--- config.mk ---
export PLATFORM = sky130hd
export DESIGN_NAME = sorted_timer_queue
export DESIGN_NICKNAME = d
export VERILOG_FILES = /design/src/rtl/stq_pkg.sv /design/src/rtl/stq_cell.sv /design/src/rtl/sorted_timer_queue.sv
export SDC_FILE = /design/constraint.sdc
export NUM_CORES = 2
export LEC_CHECK = 0
export ABC_AREA = 1
export BUFFER_PORTS_ARGS = -buffer_cell sky130_fd_sc_hd__buf_2
export CAP_MARGIN = 25
export CORE_UTILIZATION = 50
export DETAILED_ROUTE_END_ITERATION = 10
export GPL_TIMING_DRIVEN = 1
export MAX_ROUTING_LAYER = met4
export PLACE_DENSITY_LB_ADDON = 0.15
export SLEW_MARGIN = 20
export SYNTH_ARGS = -nofsm -noshare
export SYNTH_HDL_FRONTEND = slang
export SYNTH_HIERARCHICAL = 1
export SYNTH_SLANG_ARGS = --single-unit
--- constraint.sdc ---
create_clock -name clk -period 13 [get_ports clk]
set_input_delay 0.65 -clock clk [delete_from_list [all_inputs] [get_ports clk]]
set_output_delay 0.65 -clock clk [all_outputs]
set_load 0.02 [all_outputs]
--- src/rtl/stq_pkg.sv ---
// Sorted timer queue: shared types, constants and codes.
// No dependencies; imported by stq_cell and sorted_timer_queue.
`default_nettype none

package stq_pkg;

  localparam int CAPACITY    = 16;
  localparam int TIME_BITS   = 32;
  localparam int MAX_RESULTS = 16;
  localparam int ID_BITS     = 10;
  localparam int CNT_BITS    = $clog2(MAX_RESULTS + 1);

  typedef logic [TIME_BITS-1:0] time_t;
  typedef logic [ID_BITS-1:0]   id_t;

  typedef enum logic [1:0] {
    CMD_ADD    = 2'd0,
    CMD_RETIME = 2'd1,
    CMD_DELETE = 2'd2,
    CMD_TICK   = 2'd3
  } cmd_t;

  typedef enum logic [2:0] {
    ST_DONE      = 3'd0,
    ST_FULL      = 3'd1,
    ST_NOT_FOUND = 3'd2,
    ST_EXPIRED   = 3'd3,
    ST_NONE_DUE  = 3'd4,
    ST_DUPLICATE = 3'd5
  } status_t;

  // operation broadcast to every cell
  typedef enum logic [1:0] {
    OP_HOLD,
    OP_INSERT,
    OP_REMOVE,
    OP_SHIFT
  } cell_op_t;

  typedef enum logic [1:0] {
    S_IDLE,
    S_LOOK,
    S_APPLY,
    S_TICK
  } state_t;

  typedef struct packed {
    cmd_t        cmd;
    id_t         timer_id;
    logic [31:0] new_expire;
    logic [31:0] current_time;
  } in_beat_t;

  typedef struct packed {
    status_t status;
    id_t     expired_id;
    logic    last;
  } out_beat_t;

  // contents of one cell
  typedef struct packed {
    logic  valid;
    id_t   handle;
    time_t expiry;
  } entry_t;

  // command and key broadcast from the controller
  typedef struct packed {
    cell_op_t op;
    id_t      id;
    time_t    expiry;
  } cell_ctl_t;

endpackage

`default_nettype wire

--- src/rtl/stq_cell.sv ---
// One slot of the sorted timer chain: holds an entry, flags match and order
// against the broadcast key, and moves data to or from its neighbours. Uses stq_pkg.
`default_nettype none

module stq_cell import stq_pkg::*; (
  input  wire logic      clk,
  input  wire logic      rst_n,
  input  wire cell_ctl_t ctl,
  input  wire entry_t    prev,
  input  wire entry_t    next,
  input  wire logic      le_prev,
  input  wire logic      del_prev,
  output entry_t         cur,
  output logic           le_o,
  output logic           match_o,
  output logic           del_o
);

  logic  valid_r,  valid_nxt;
  id_t   handle_r, handle_nxt;
  time_t expiry_r, expiry_nxt;
  logic  le_r;
  logic  match_r;

  // flags against the held key, refreshed every cycle
  always_ff @(posedge clk) begin
    le_r    <= valid_r && (expiry_r <= ctl.expiry);
    match_r <= valid_r && (handle_r == ctl.id);
  end

  always_comb begin
    valid_nxt  = valid_r;
    handle_nxt = handle_r;
    expiry_nxt = expiry_r;
    unique case (ctl.op)
      OP_INSERT: begin
        if (!le_r) begin
          if (le_prev) begin
            valid_nxt  = 1'b1;
            handle_nxt = ctl.id;
            expiry_nxt = ctl.expiry;
          end else begin
            valid_nxt  = prev.valid;
            handle_nxt = prev.handle;
            expiry_nxt = prev.expiry;
          end
        end
      end
      OP_REMOVE: begin
        if (del_prev || match_r) begin
          valid_nxt  = next.valid;
          handle_nxt = next.handle;
          expiry_nxt = next.expiry;
        end
      end
      OP_SHIFT: begin
        valid_nxt  = next.valid;
        handle_nxt = next.handle;
        expiry_nxt = next.expiry;
      end
      default: begin
      end
    endcase
  end

  always_ff @(posedge clk) begin
    if (!rst_n) begin
      valid_r <= 1'b0;
    end else begin
      valid_r <= valid_nxt;
    end
  end

  always_ff @(posedge clk) begin
    handle_r <= handle_nxt;
    expiry_r <= expiry_nxt;
  end

  assign cur     = '{valid: valid_r, handle: handle_r, expiry: expiry_r};
  assign le_o    = le_r;
  assign match_o = match_r;
  assign del_o   = del_prev | match_r;

endmodule

`default_nettype wire

--- src/rtl/sorted_timer_queue.sv ---
// Sorted timer queue top level: command sequencer, result register and the
// chain of stq_cell slots. Uses stq_pkg and stq_cell.
//
//   channel | direction | payload    | handshake
//   in_     | input     | in_beat_t  | in_valid / in_ready
//   out_    | output    | out_beat_t | out_valid / out_ready
//
// Add and delete step through accept, cell flag update and apply; re-time through
// accept, flag update, remove, a second flag update and insert; a tick is accepted,
// then the chain shifts out one expired entry a cycle unless a waiting result stalls it, up to
// MAX_RESULTS. Reset clears every cell's valid flag; the block is ready straight after.
// A result waiting in the output register holds the next apply or tick step;
// a new command is taken while the previous result still waits.
`default_nettype none

module sorted_timer_queue import stq_pkg::*; (
  input  wire logic     clk,
  input  wire logic     rst_n,
  input  wire logic     in_valid,
  output logic          in_ready,
  input  wire in_beat_t in_data,
  output logic          out_valid,
  input  wire logic     out_ready,
  output out_beat_t     out_data
);

  state_t    state_r, state_nxt;
  cmd_t      cmd_r;
  id_t       id_r;
  time_t     exp_r;
  time_t     now_r;
  logic      ins_phase_r;
  logic [CNT_BITS-1:0] cnt_r;
  logic      out_valid_r;
  out_beat_t out_data_r;

  entry_t    cells [CAPACITY];
  logic [CAPACITY-1:0] le_vec, match_vec, del_vec, valid_vec;

  cell_op_t  op;
  logic      emit;
  status_t   emit_status;
  id_t       emit_id;
  logic      emit_last;

  logic slot_free, found, full, exp0, exp1;

  assign slot_free = !out_valid_r || out_ready;
  assign found     = |match_vec;
  assign full      = cells[CAPACITY-1].valid;
  assign exp0      = cells[0].valid && (cells[0].expiry <= now_r);
  assign exp1      = cells[1].valid && (cells[1].expiry <= now_r);

  // cell chain
  cell_ctl_t ctl;
  assign ctl = '{op: op, id: id_r, expiry: exp_r};

  for (genvar i = 0; i < CAPACITY; i++) begin : g_cell
    entry_t prev_e, next_e;
    logic   le_p, del_p;
    if (i == 0) begin : g_head
      assign prev_e = '0;
      assign le_p   = 1'b1;
      assign del_p  = 1'b0;
    end else begin : g_body
      assign prev_e = cells[i-1];
      assign le_p   = le_vec[i-1];
      assign del_p  = del_vec[i-1];
    end
    if (i == CAPACITY - 1) begin : g_tail
      assign next_e = '0;
    end else begin : g_mid
      assign next_e = cells[i+1];
    end

    stq_cell u_cell (
      .clk      (clk),
      .rst_n    (rst_n),
      .ctl      (ctl),
      .prev     (prev_e),
      .next     (next_e),
      .le_prev  (le_p),
      .del_prev (del_p),
      .cur      (cells[i]),
      .le_o     (le_vec[i]),
      .match_o  (match_vec[i]),
      .del_o    (del_vec[i])
    );

    assign valid_vec[i] = cells[i].valid;
  end

  // outputs of the sequencer
  always_comb begin
    in_ready    = 1'b0;
    op          = OP_HOLD;
    emit        = 1'b0;
    emit_status = ST_DONE;
    emit_id     = '0;
    emit_last   = 1'b1;
    unique case (state_r)
      S_IDLE: begin
        in_ready = 1'b1;
      end
      S_LOOK: begin
      end
      S_APPLY: begin
        unique case (cmd_r)
          CMD_ADD: begin
            if (slot_free) begin
              emit = 1'b1;
              if (found) begin
                emit_status = ST_DUPLICATE;
              end else if (full) begin
                emit_status = ST_FULL;
              end else begin
                op = OP_INSERT;
              end
            end
          end
          CMD_RETIME: begin
            if (ins_phase_r) begin
              if (slot_free) begin
                emit = 1'b1;
                op   = OP_INSERT;
              end
            end else if (found) begin
              op = OP_REMOVE;
            end else if (slot_free) begin
              emit        = 1'b1;
              emit_status = ST_NOT_FOUND;
            end
          end
          CMD_DELETE: begin
            if (slot_free) begin
              emit = 1'b1;
              if (found) begin
                op = OP_REMOVE;
              end else begin
                emit_status = ST_NOT_FOUND;
              end
            end
          end
          default: begin
          end
        endcase
      end
      S_TICK: begin
        if (slot_free) begin
          emit = 1'b1;
          if (exp0) begin
            op          = OP_SHIFT;
            emit_status = ST_EXPIRED;
            emit_id     = cells[0].handle;
            emit_last   = !exp1 || (cnt_r == CNT_BITS'(MAX_RESULTS - 1));
          end else begin
            emit_status = ST_NONE_DUE;
          end
        end
      end
      default: begin
      end
    endcase
  end

  // next state
  always_comb begin
    state_nxt = state_r;
    unique case (state_r)
      S_IDLE: begin
        if (in_valid) begin
          state_nxt = (in_data.cmd == CMD_TICK) ? S_TICK : S_LOOK;
        end
      end
      S_LOOK: begin
        state_nxt = S_APPLY;
      end
      S_APPLY: begin
        if (emit) begin
          state_nxt = S_IDLE;
        end else if (op == OP_REMOVE) begin
          state_nxt = S_LOOK;
        end
      end
      S_TICK: begin
        if (emit && emit_last) begin
          state_nxt = S_IDLE;
        end
      end
      default: begin
        state_nxt = S_IDLE;
      end
    endcase
  end

  always_ff @(posedge clk) begin
    if (!rst_n) begin
      state_r     <= S_IDLE;
      out_valid_r <= 1'b0;
      ins_phase_r <= 1'b0;
      cnt_r       <= '0;
    end else begin
      state_r <= state_nxt;
      if (emit) begin
        out_valid_r <= 1'b1;
      end else if (out_ready) begin
        out_valid_r <= 1'b0;
      end
      if (in_valid && in_ready) begin
        ins_phase_r <= 1'b0;
        cnt_r       <= '0;
      end else begin
        if (state_r == S_APPLY && op == OP_REMOVE && !emit) begin
          ins_phase_r <= 1'b1;
        end
        if (state_r == S_TICK && emit) begin
          cnt_r <= cnt_r + CNT_BITS'(1);
        end
      end
    end
  end

  // command fields held for the whole operation
  always_ff @(posedge clk) begin
    if (in_valid && in_ready) begin
      cmd_r <= in_data.cmd;
      id_r  <= in_data.timer_id;
      exp_r <= time_t'(in_data.new_expire);
      now_r <= time_t'(in_data.current_time);
    end
    if (emit) begin
      out_data_r <= '{status: emit_status, expired_id: emit_id, last: emit_last};
    end
  end

  assign out_valid = out_valid_r;
  assign out_data  = out_data_r;

  // live entries always form a prefix of the chain
  assert property (@(posedge clk) disable iff (!rst_n)
    (valid_vec & ~{valid_vec[CAPACITY-2:0], 1'b1}) == '0)
    else $error("hole in the timer chain");

  for (genvar j = 0; j < CAPACITY - 1; j++) begin : g_chk
    assert property (@(posedge clk) disable iff (!rst_n)
      cells[j+1].valid |-> (cells[j].expiry <= cells[j+1].expiry))
      else $error("timer chain out of order");
  end

  assert property (@(posedge clk) disable iff (!rst_n)
    (state_r == S_APPLY && cmd_r == CMD_ADD && emit && emit_status == ST_DONE)
    |=> $countones(valid_vec) == $past($countones(valid_vec)) + 1)
    else $error("add did not grow the queue by one");

  assert property (@(posedge clk) disable iff (!rst_n)
    (state_r == S_APPLY && cmd_r == CMD_DELETE && emit && emit_status == ST_DONE)
    |=> $countones(valid_vec) + 1 == $past($countones(valid_vec)))
    else $error("delete did not shrink the queue by one");

endmodule

`default_nettype wire
# Word-level counts from Yosys, hierarchy flattened

Index checks and enable logic that the tools add are counted.

Register bits after elaboration: 819
Bits in latches: 0
RAM bits: 0
ROM bits: 0
Bits of input ports: 80
Word-level logic and storage cells: 499
Memories: 0

Add/subtract/negate cells: 1
Multipliers: 0
Div/mod/pow operators: 0
$lt $le $gt $ge: 18
Equality and inequality tests: 61
Shifts and indexed selects: 0
Muxes and demuxes: 229
Bitwise gates (word level): 15
Reductions and logical operators: 84

Operators with widths:

| cell                | number |
|---|---|
| $pmux 32 s3         | 16 |
| $mux 32             | 47 |
| $le 32x32->1        | 18 |
| $pmux 10 s3         | 16 |
| $mux 10             | 47 |
| $eq 10x10->1        | 16 |
| $mux 1              | 61 |
| $reduce_and 3->1    | 18 |
| $pmux 1 s3          | 16 |
| $logic_and 1x1->1   | 39 |
| $ne 2x2->1 const B  | 18 |
| $ne 2x1->1 const B  | 16 |
| $mux 2              | 15 |
| $logic_or 1x1->1    | 17 |
| $reduce_or 16->1    | 1 |
| $or 1x1->1          | 14 |
| $eq 2x2->1 const B  | 6 |
| $mux 3              | 4 |
| $pmux 3 s3          | 1 |
| $pmux 2 s4          | 1 |
| $eq 2x1->1 const B  | 3 |
| $pmux 2 s3          | 1 |
| $pmux 3 s2          | 1 |
| $add 5x1->5 const B | 1 |
| other kinds (10)    | 15 |

# Depth between registers and ports, before layout

Word-level depth: 17
Mapped depth: 36

# Modules after synthesis

Netlist, hierarchy kept.

By module, submodules not included:

| module             | times used | cells each | area an instance (sq um) |
|---|---|---|---|
| stq_cell           | 16         | 412        | 3243.1 |
| sorted_timer_queue | 1          | 480        | 5097.4 |

# Worst setup path after synthesis

OpenSTA, ideal clock, no wires.

Kind: reg2reg
Start point: reg state_r[0]
End point: reg cnt_r[3]
Arrival time: 4.576 ns
Data required time: 12.876 ns
Path slack: 8.300 ns
Cell stages (with the launch flop): 7
Path buffers: 0
Clock period less this slack: 4.700 ns
Cells stage by stage: dfxtp_1 nor2_1 inv_1 nor2_1 nor2_1 inv_1 nor3b_1

Word-level cells in the longest chain between the ends: 4
Elaborated cells on any way between the ends: 8
Classes of those cells: eq/ne: 2; mux: 2; reduce/logical: 4

Ends and longest elaborated chain:

| what                      | line                      | RTL |
|---|---|---|
| start: declaration        | sorted_timer_queue.sv:27  | `state_t state_r, state_nxt;` |
| start signal: assignment  | sorted_timer_queue.sv:203 | `state_r <= state_nxt;` |
| $logic_not 2->1           | sorted_timer_queue.sv:101 | `unique case (state_r)` |
| $mux 1                    | sorted_timer_queue.sv:101 |  |
| via in_ready              | sorted_timer_queue.sv:20  | `output logic in_ready,` |
| $logic_and 1x1->1         | sorted_timer_queue.sv:209 | `if (in_valid && in_ready) begin` |
| $reduce_or 2->1 (no line) | --                        |  |
| end signal: assignment    | sorted_timer_queue.sv:217 | `cnt_r <= cnt_r + CNT_BITS'(1);` |
| end: declaration          | sorted_timer_queue.sv:33  | `logic [CNT_BITS-1:0] cnt_r;` |

The timed path passes the listed nets, and every way through them passes these cells.
A chain may end at the register's enable or synchronous reset.

# Final worst setup path

Start point: reg g_cell[0].u_cell.expiry_r[5]
End point: reg g_cell[3].u_cell.expiry_r[2] (enable)

Word-level cells in the longest chain between the ends: 8
Elaborated cells on any way between the ends: 12
Classes of those cells: order compare: 1; eq/ne: 5; mux: 3; reduce/logical: 3

Ends and longest elaborated chain:

| what                                               | line                      | RTL |
|---|---|---|
| start: declaration                                 | stq_cell.sv:21            | `time_t expiry_r, expiry_nxt;` |
| start signal: assignment                           | stq_cell.sv:76            | `expiry_r <= expiry_nxt;` |
| $le 32x32->1 *                                     | sorted_timer_queue.sv:51  | `assign exp0 = cells[0].valid && (cells[0].expiry <= now_r);` |
| $logic_and 1x1->1 *                                | sorted_timer_queue.sv:51  |  |
| $mux 2 *                                           | sorted_timer_queue.sv:151 | `if (exp0) begin` |
| $mux 2 *                                           | sorted_timer_queue.sv:149 | `if (slot_free) begin` |
| $pmux 2 s2 *                                       | sorted_timer_queue.sv:101 |  |
| via op[1]                                          | sorted_timer_queue.sv:40  | `cell_op_t op;` |
| $eq 2x1->1 / $eq 2x2->1 (equally long branches)    | stq_cell.sv:35            | `unique case (ctl.op)` |
| $ne 2x2->1 (no line), or another cell as far along | --                        |  |
| $reduce_and 3->1 (no line) *                       | --                        |  |
| end signal: assignment                             | stq_cell.sv:76            |  |
| end: declaration                                   | stq_cell.sv:21            |  |

The timed path passes the listed nets; every way through them passes the cells marked *.

==> results.txt <==
Largest net degree at the start of global routing: 87
Endpoint of the most critical register-to-register path: g_cell[3].u_cell/expiry_r[2]$_DFFE_PP_
Buffers on Ports: 95
Initial antenna violation count: 0
Final weighted congestion of routability-driven global placement: 0.848
Final-stage net count: 7790
Ant diodes: 0
Headroom to the max-slew limit: 29.0%
Final routed wire length divided by cell count: 18.3 um
Share of cells above drive strength 1: 7.39%
Most frequent cell on the critical path: sky130_fd_sc_hd__nand2_1
Core region area: 113000 sq um
Buffers and inverters on the worst path: 4
Count of pins on the block boundary: 96
Number of clock buffers inserted by TritonCTS: 97
Critical path class: flip-flop to flip-flop
Share of power burned in registers: 39.4%
Maximum fanout along the worst path: 86
Number of cell rows: 123
Total power density per cell area: 144 nW/um^2
Clock period minus worst slack: 6.00 ns
Mapped Area: 57000 sq um
TritonCTS clock tree: yes
Data required, critical path: 13.27 ns
Proportion of synthesized flip-flops having asynchronous set or reset: 0%
# Post-CTS Setup Buffers: 0
FF-to-FF setup slack: 7.00 ns
Kind of start point of the critical path: flip-flop
R2R cell count: 18
Dominant synthesized flop cell: sky130_fd_sc_hd__edfxtp_1
Worst hold path class: primary input to flip-flop
Routed via count: 48791
Worst path depth: 18
Psw: 3.03 mW
Layout Utilization: 55.0%
Cell internal pwr: 5.89 mW
Clock network fraction of total power: 32.6%
Number of warning messages in the yosys log: 6
Synth cell types: 42
CTS clock-pin slew for the worst setup and hold paths: 0.07 ns
Sequential share of the synthesized area: 42.2%
Source of the critical timing path: g_cell[0].u_cell/expiry_r[5]$_DFFE_PP_
CP max-delay cell: sky130_fd_sc_hd__buf_4
Effective utilization at floorplan: 50.5%
Residual DRC count: 0
Setup Viol. Count Final: 0
Max Root-Sink Buffers: 3
Maximum resistive drop on vdd: 0.116 mV
Timing-limited maximum frequency: 0.167 GHz
Critical path's largest stage delay: 0.89 ns
Syn Area/Cell: 8.06 sq um
Maximum capacitance violations: 0
Via count of the first global-routing pass: 47872
Clock insertion delay at the later pin of the skew report: 0.69 ns
Combinational group share of total power: 28.0%
H-Tree Level Count: 3
Hold-fix buffer count after cts: 0
Critical path capture point: g_cell[3].u_cell/expiry_r[2]$_DFFE_PP_
Final HPWL DP: 114000 um
Final Max Slew Viols: 0
First-pass GRT wire length: 256000 um
Pleak: 28.2 nW
Filler cell count: 10515
Starting DRC count in detailed routing: 4558
Tightest Pin Transition: 1.06 ns
Total routed wirelength: 160000 um
Die span in y: 340 um
Post-cts resize count: 0
EDFF count, synth: 762
Endpoints failing hold: 0
Final Power: 8.92 mW
Fin area: 62000 sq um
Worst R2R Start: g_cell[0].u_cell/expiry_r[5]$_DFFE_PP_
Leftover overflow at the end of global routing: 0
Gate Count Post-Synth: 7072
Aggregate negative setup slack: 0 ns
Post-synthesis to final-layout area growth: 8.79%
Run status: finished clean
Worst setup skew after layout: 0.0359 ns
DP Area: 58400 sq um
Root cell of the clock tree: sky130_fd_sc_hd__clkbuf_16
Router iterations before antenna repair: 6
Unrepaired setup endpoints after global routing: false
Mean number of vias per cell: 5.60
Area enclosed by the die boundary: 115000 sq um
Total Routing Usage GR: 27.9%
Switching portion of total power: 34.0%
Type of element capturing the critical path: flip-flop
Die width: 340 um
Antenna Nets Post-Route: 0
Largest delay share family, worst path: buffers and inverters
Critical path cell sequence: ha_1, a21oi_1, nor2_1, nor2_1, nand2_1, nand2_1, nand2_1, nand2_1, nand2_1, nand2_1, nand3_2, nand2_4, buf_4, buf_4, inv_4, nand2_2, a22oi_2, inv_2
CP arrival: 6.27 ns
Fin crit share: 46.2%
Sinks on Clock Net: 819
Post-synthesis sequential element count: 819
==> cells in the mapped netlist, types with 19 or more instances <==
master                        n  area share, %
sky130_fd_sc_hd__a21oi_1   1570             14
sky130_fd_sc_hd__nand2_1   1484            9.8
sky130_fd_sc_hd__nor2_1     898            5.9
sky130_fd_sc_hd__inv_1      831            5.5
sky130_fd_sc_hd__edfxtp_1   762             40
sky130_fd_sc_hd__ha_1       578             13
sky130_fd_sc_hd__buf_2      209            1.8
sky130_fd_sc_hd__o21ai_0     90           0.79
sky130_fd_sc_hd__buf_4       80            1.1
sky130_fd_sc_hd__xor2_1      64           0.98
sky130_fd_sc_hd__dfxtp_1     57            2.0
sky130_fd_sc_hd__nand3_1     53           0.47
sky130_fd_sc_hd__nand4_1     41           0.45
sky130_fd_sc_hd__inv_2       38           0.25
sky130_fd_sc_hd__nor3_1      36           0.32
sky130_fd_sc_hd__nor2_2      33           0.36
sky130_fd_sc_hd__a21oi_2     32           0.49
sky130_fd_sc_hd__o21a_1      19           0.25
==> stage by stage <==
| step | cells | setup slack (ns) | hold WS (ns) |
|---|---|---|---|
| 2_1_floorplan | 7158 | 8.30 | 0.453 |
| 3_3_place_gp | 8522 | 7.25 | 0.484 |
| 3_5_place_dp | 8523 | 7.13 | 0.480 |
| 4_1_cts | 8703 | 7.07 | 0.102 |
| 5_1_grt | 8713 | 6.59 | 0.122 |
| 6_report | 8713 | 7.00 | 0.142 |
==> cell families (layout without fill, tap and decap cells) <==
family,after synthesis,count (layout),synth area share [%]
and+or+nand+nor,2588,2588,18.0
AOI/OAI and AO/OA,1815,1815,16.8
buffers and inverters,1190,1245,9.11
DFF,819,819,42.2
adders and majority gates,578,578,12.7
xor gates and xnor gates,80,80,1.23
other,2,88,0.0132
==> power groups by stage <==
stage | Sequential, mW | Combinational (mW) | Clock [mW]
after floorplan | 3.64 | 1.65 | 0
after global placement | 3.58 | 2.34 | 0
after detailed placement | 3.58 | 2.44 | 0
after CTS | 3.52 | 2.46 | 2.95
after global routing | 3.55 | 2.84 | 3.04
final | 3.52 | 2.49 | 2.91
==> layout by cell type, fill, tap and decap left out, types with 57 or more instances in the layout <==
cell type / synthesis / final
sky130_fd_sc_hd__a21oi_1: 1570 / 1570
sky130_fd_sc_hd__buf_2: 209 / 95
sky130_fd_sc_hd__buf_4: 80 / 74
sky130_fd_sc_hd__clkbuf_16: 0 / 98
sky130_fd_sc_hd__conb_1: 2 / 88
sky130_fd_sc_hd__dfxtp_1: 57 / 57
sky130_fd_sc_hd__edfxtp_1: 762 / 762
sky130_fd_sc_hd__ha_1: 578 / 578
sky130_fd_sc_hd__inv_1: 831 / 831
sky130_fd_sc_hd__nand2_1: 1484 / 1483
sky130_fd_sc_hd__nor2_1: 898 / 897
sky130_fd_sc_hd__o21ai_0: 90 / 89
sky130_fd_sc_hd__xor2_1: 64 / 64
==> per-layer routing <==
layer	wire length, um	global-route usage [%]
met3	7810	2.59
met1	73000	37.7
met2	75600	44.9
met4	3200	7.56
met5	0	-
==> cell type report <==
type                    instances  area, sq um  area share [%]
repair buffers                180         1260            2.03
multi-input cells            5149        28100            45.4
flip-flops and latches        819        24000            38.7
inverters                     885         3360            5.42
well taps                    1500         1880            3.03
clock buffers                 131         2730            4.40
clock inverters                49          627            1.01
==> worst min path at each step <==
stage	startpoint	endpoint	cells past startpoint	slack [ns]
2_1_floorplan	g_cell[0].u_cell/valid_r$_SDFFE_PN0P_	g_cell[0].u_cell/le_o$_DFF_P_	2	0.45
3_3_place_gp	ins_phase_r$_SDFFE_PP0P_	ins_phase_r$_SDFFE_PP0P_	2	0.48
3_5_place_dp	ins_phase_r$_SDFFE_PP0P_	ins_phase_r$_SDFFE_PP0P_	2	0.48
4_1_cts	in_data[30]	now_r[30]$_DFFE_PP_	1	0.10
5_1_grt	in_data[42]	exp_r[10]$_DFFE_PP_	1	0.12
6_report	in_data[23]	now_r[23]$_DFFE_PP_	1	0.14
==> state kept, by name, summed over array words and instances (netlist names), 14 cells and up <==
name,count
exp_r,32
g_cell.u_cell/handle_r,160
g_cell.u_cell/match_o,16
g_cell.u_cell/expiry_r,512
now_r,32
out_data,14
g_cell.u_cell/valid_r,16
g_cell.u_cell/le_o,16
Power figures use the tool's default switching activity.
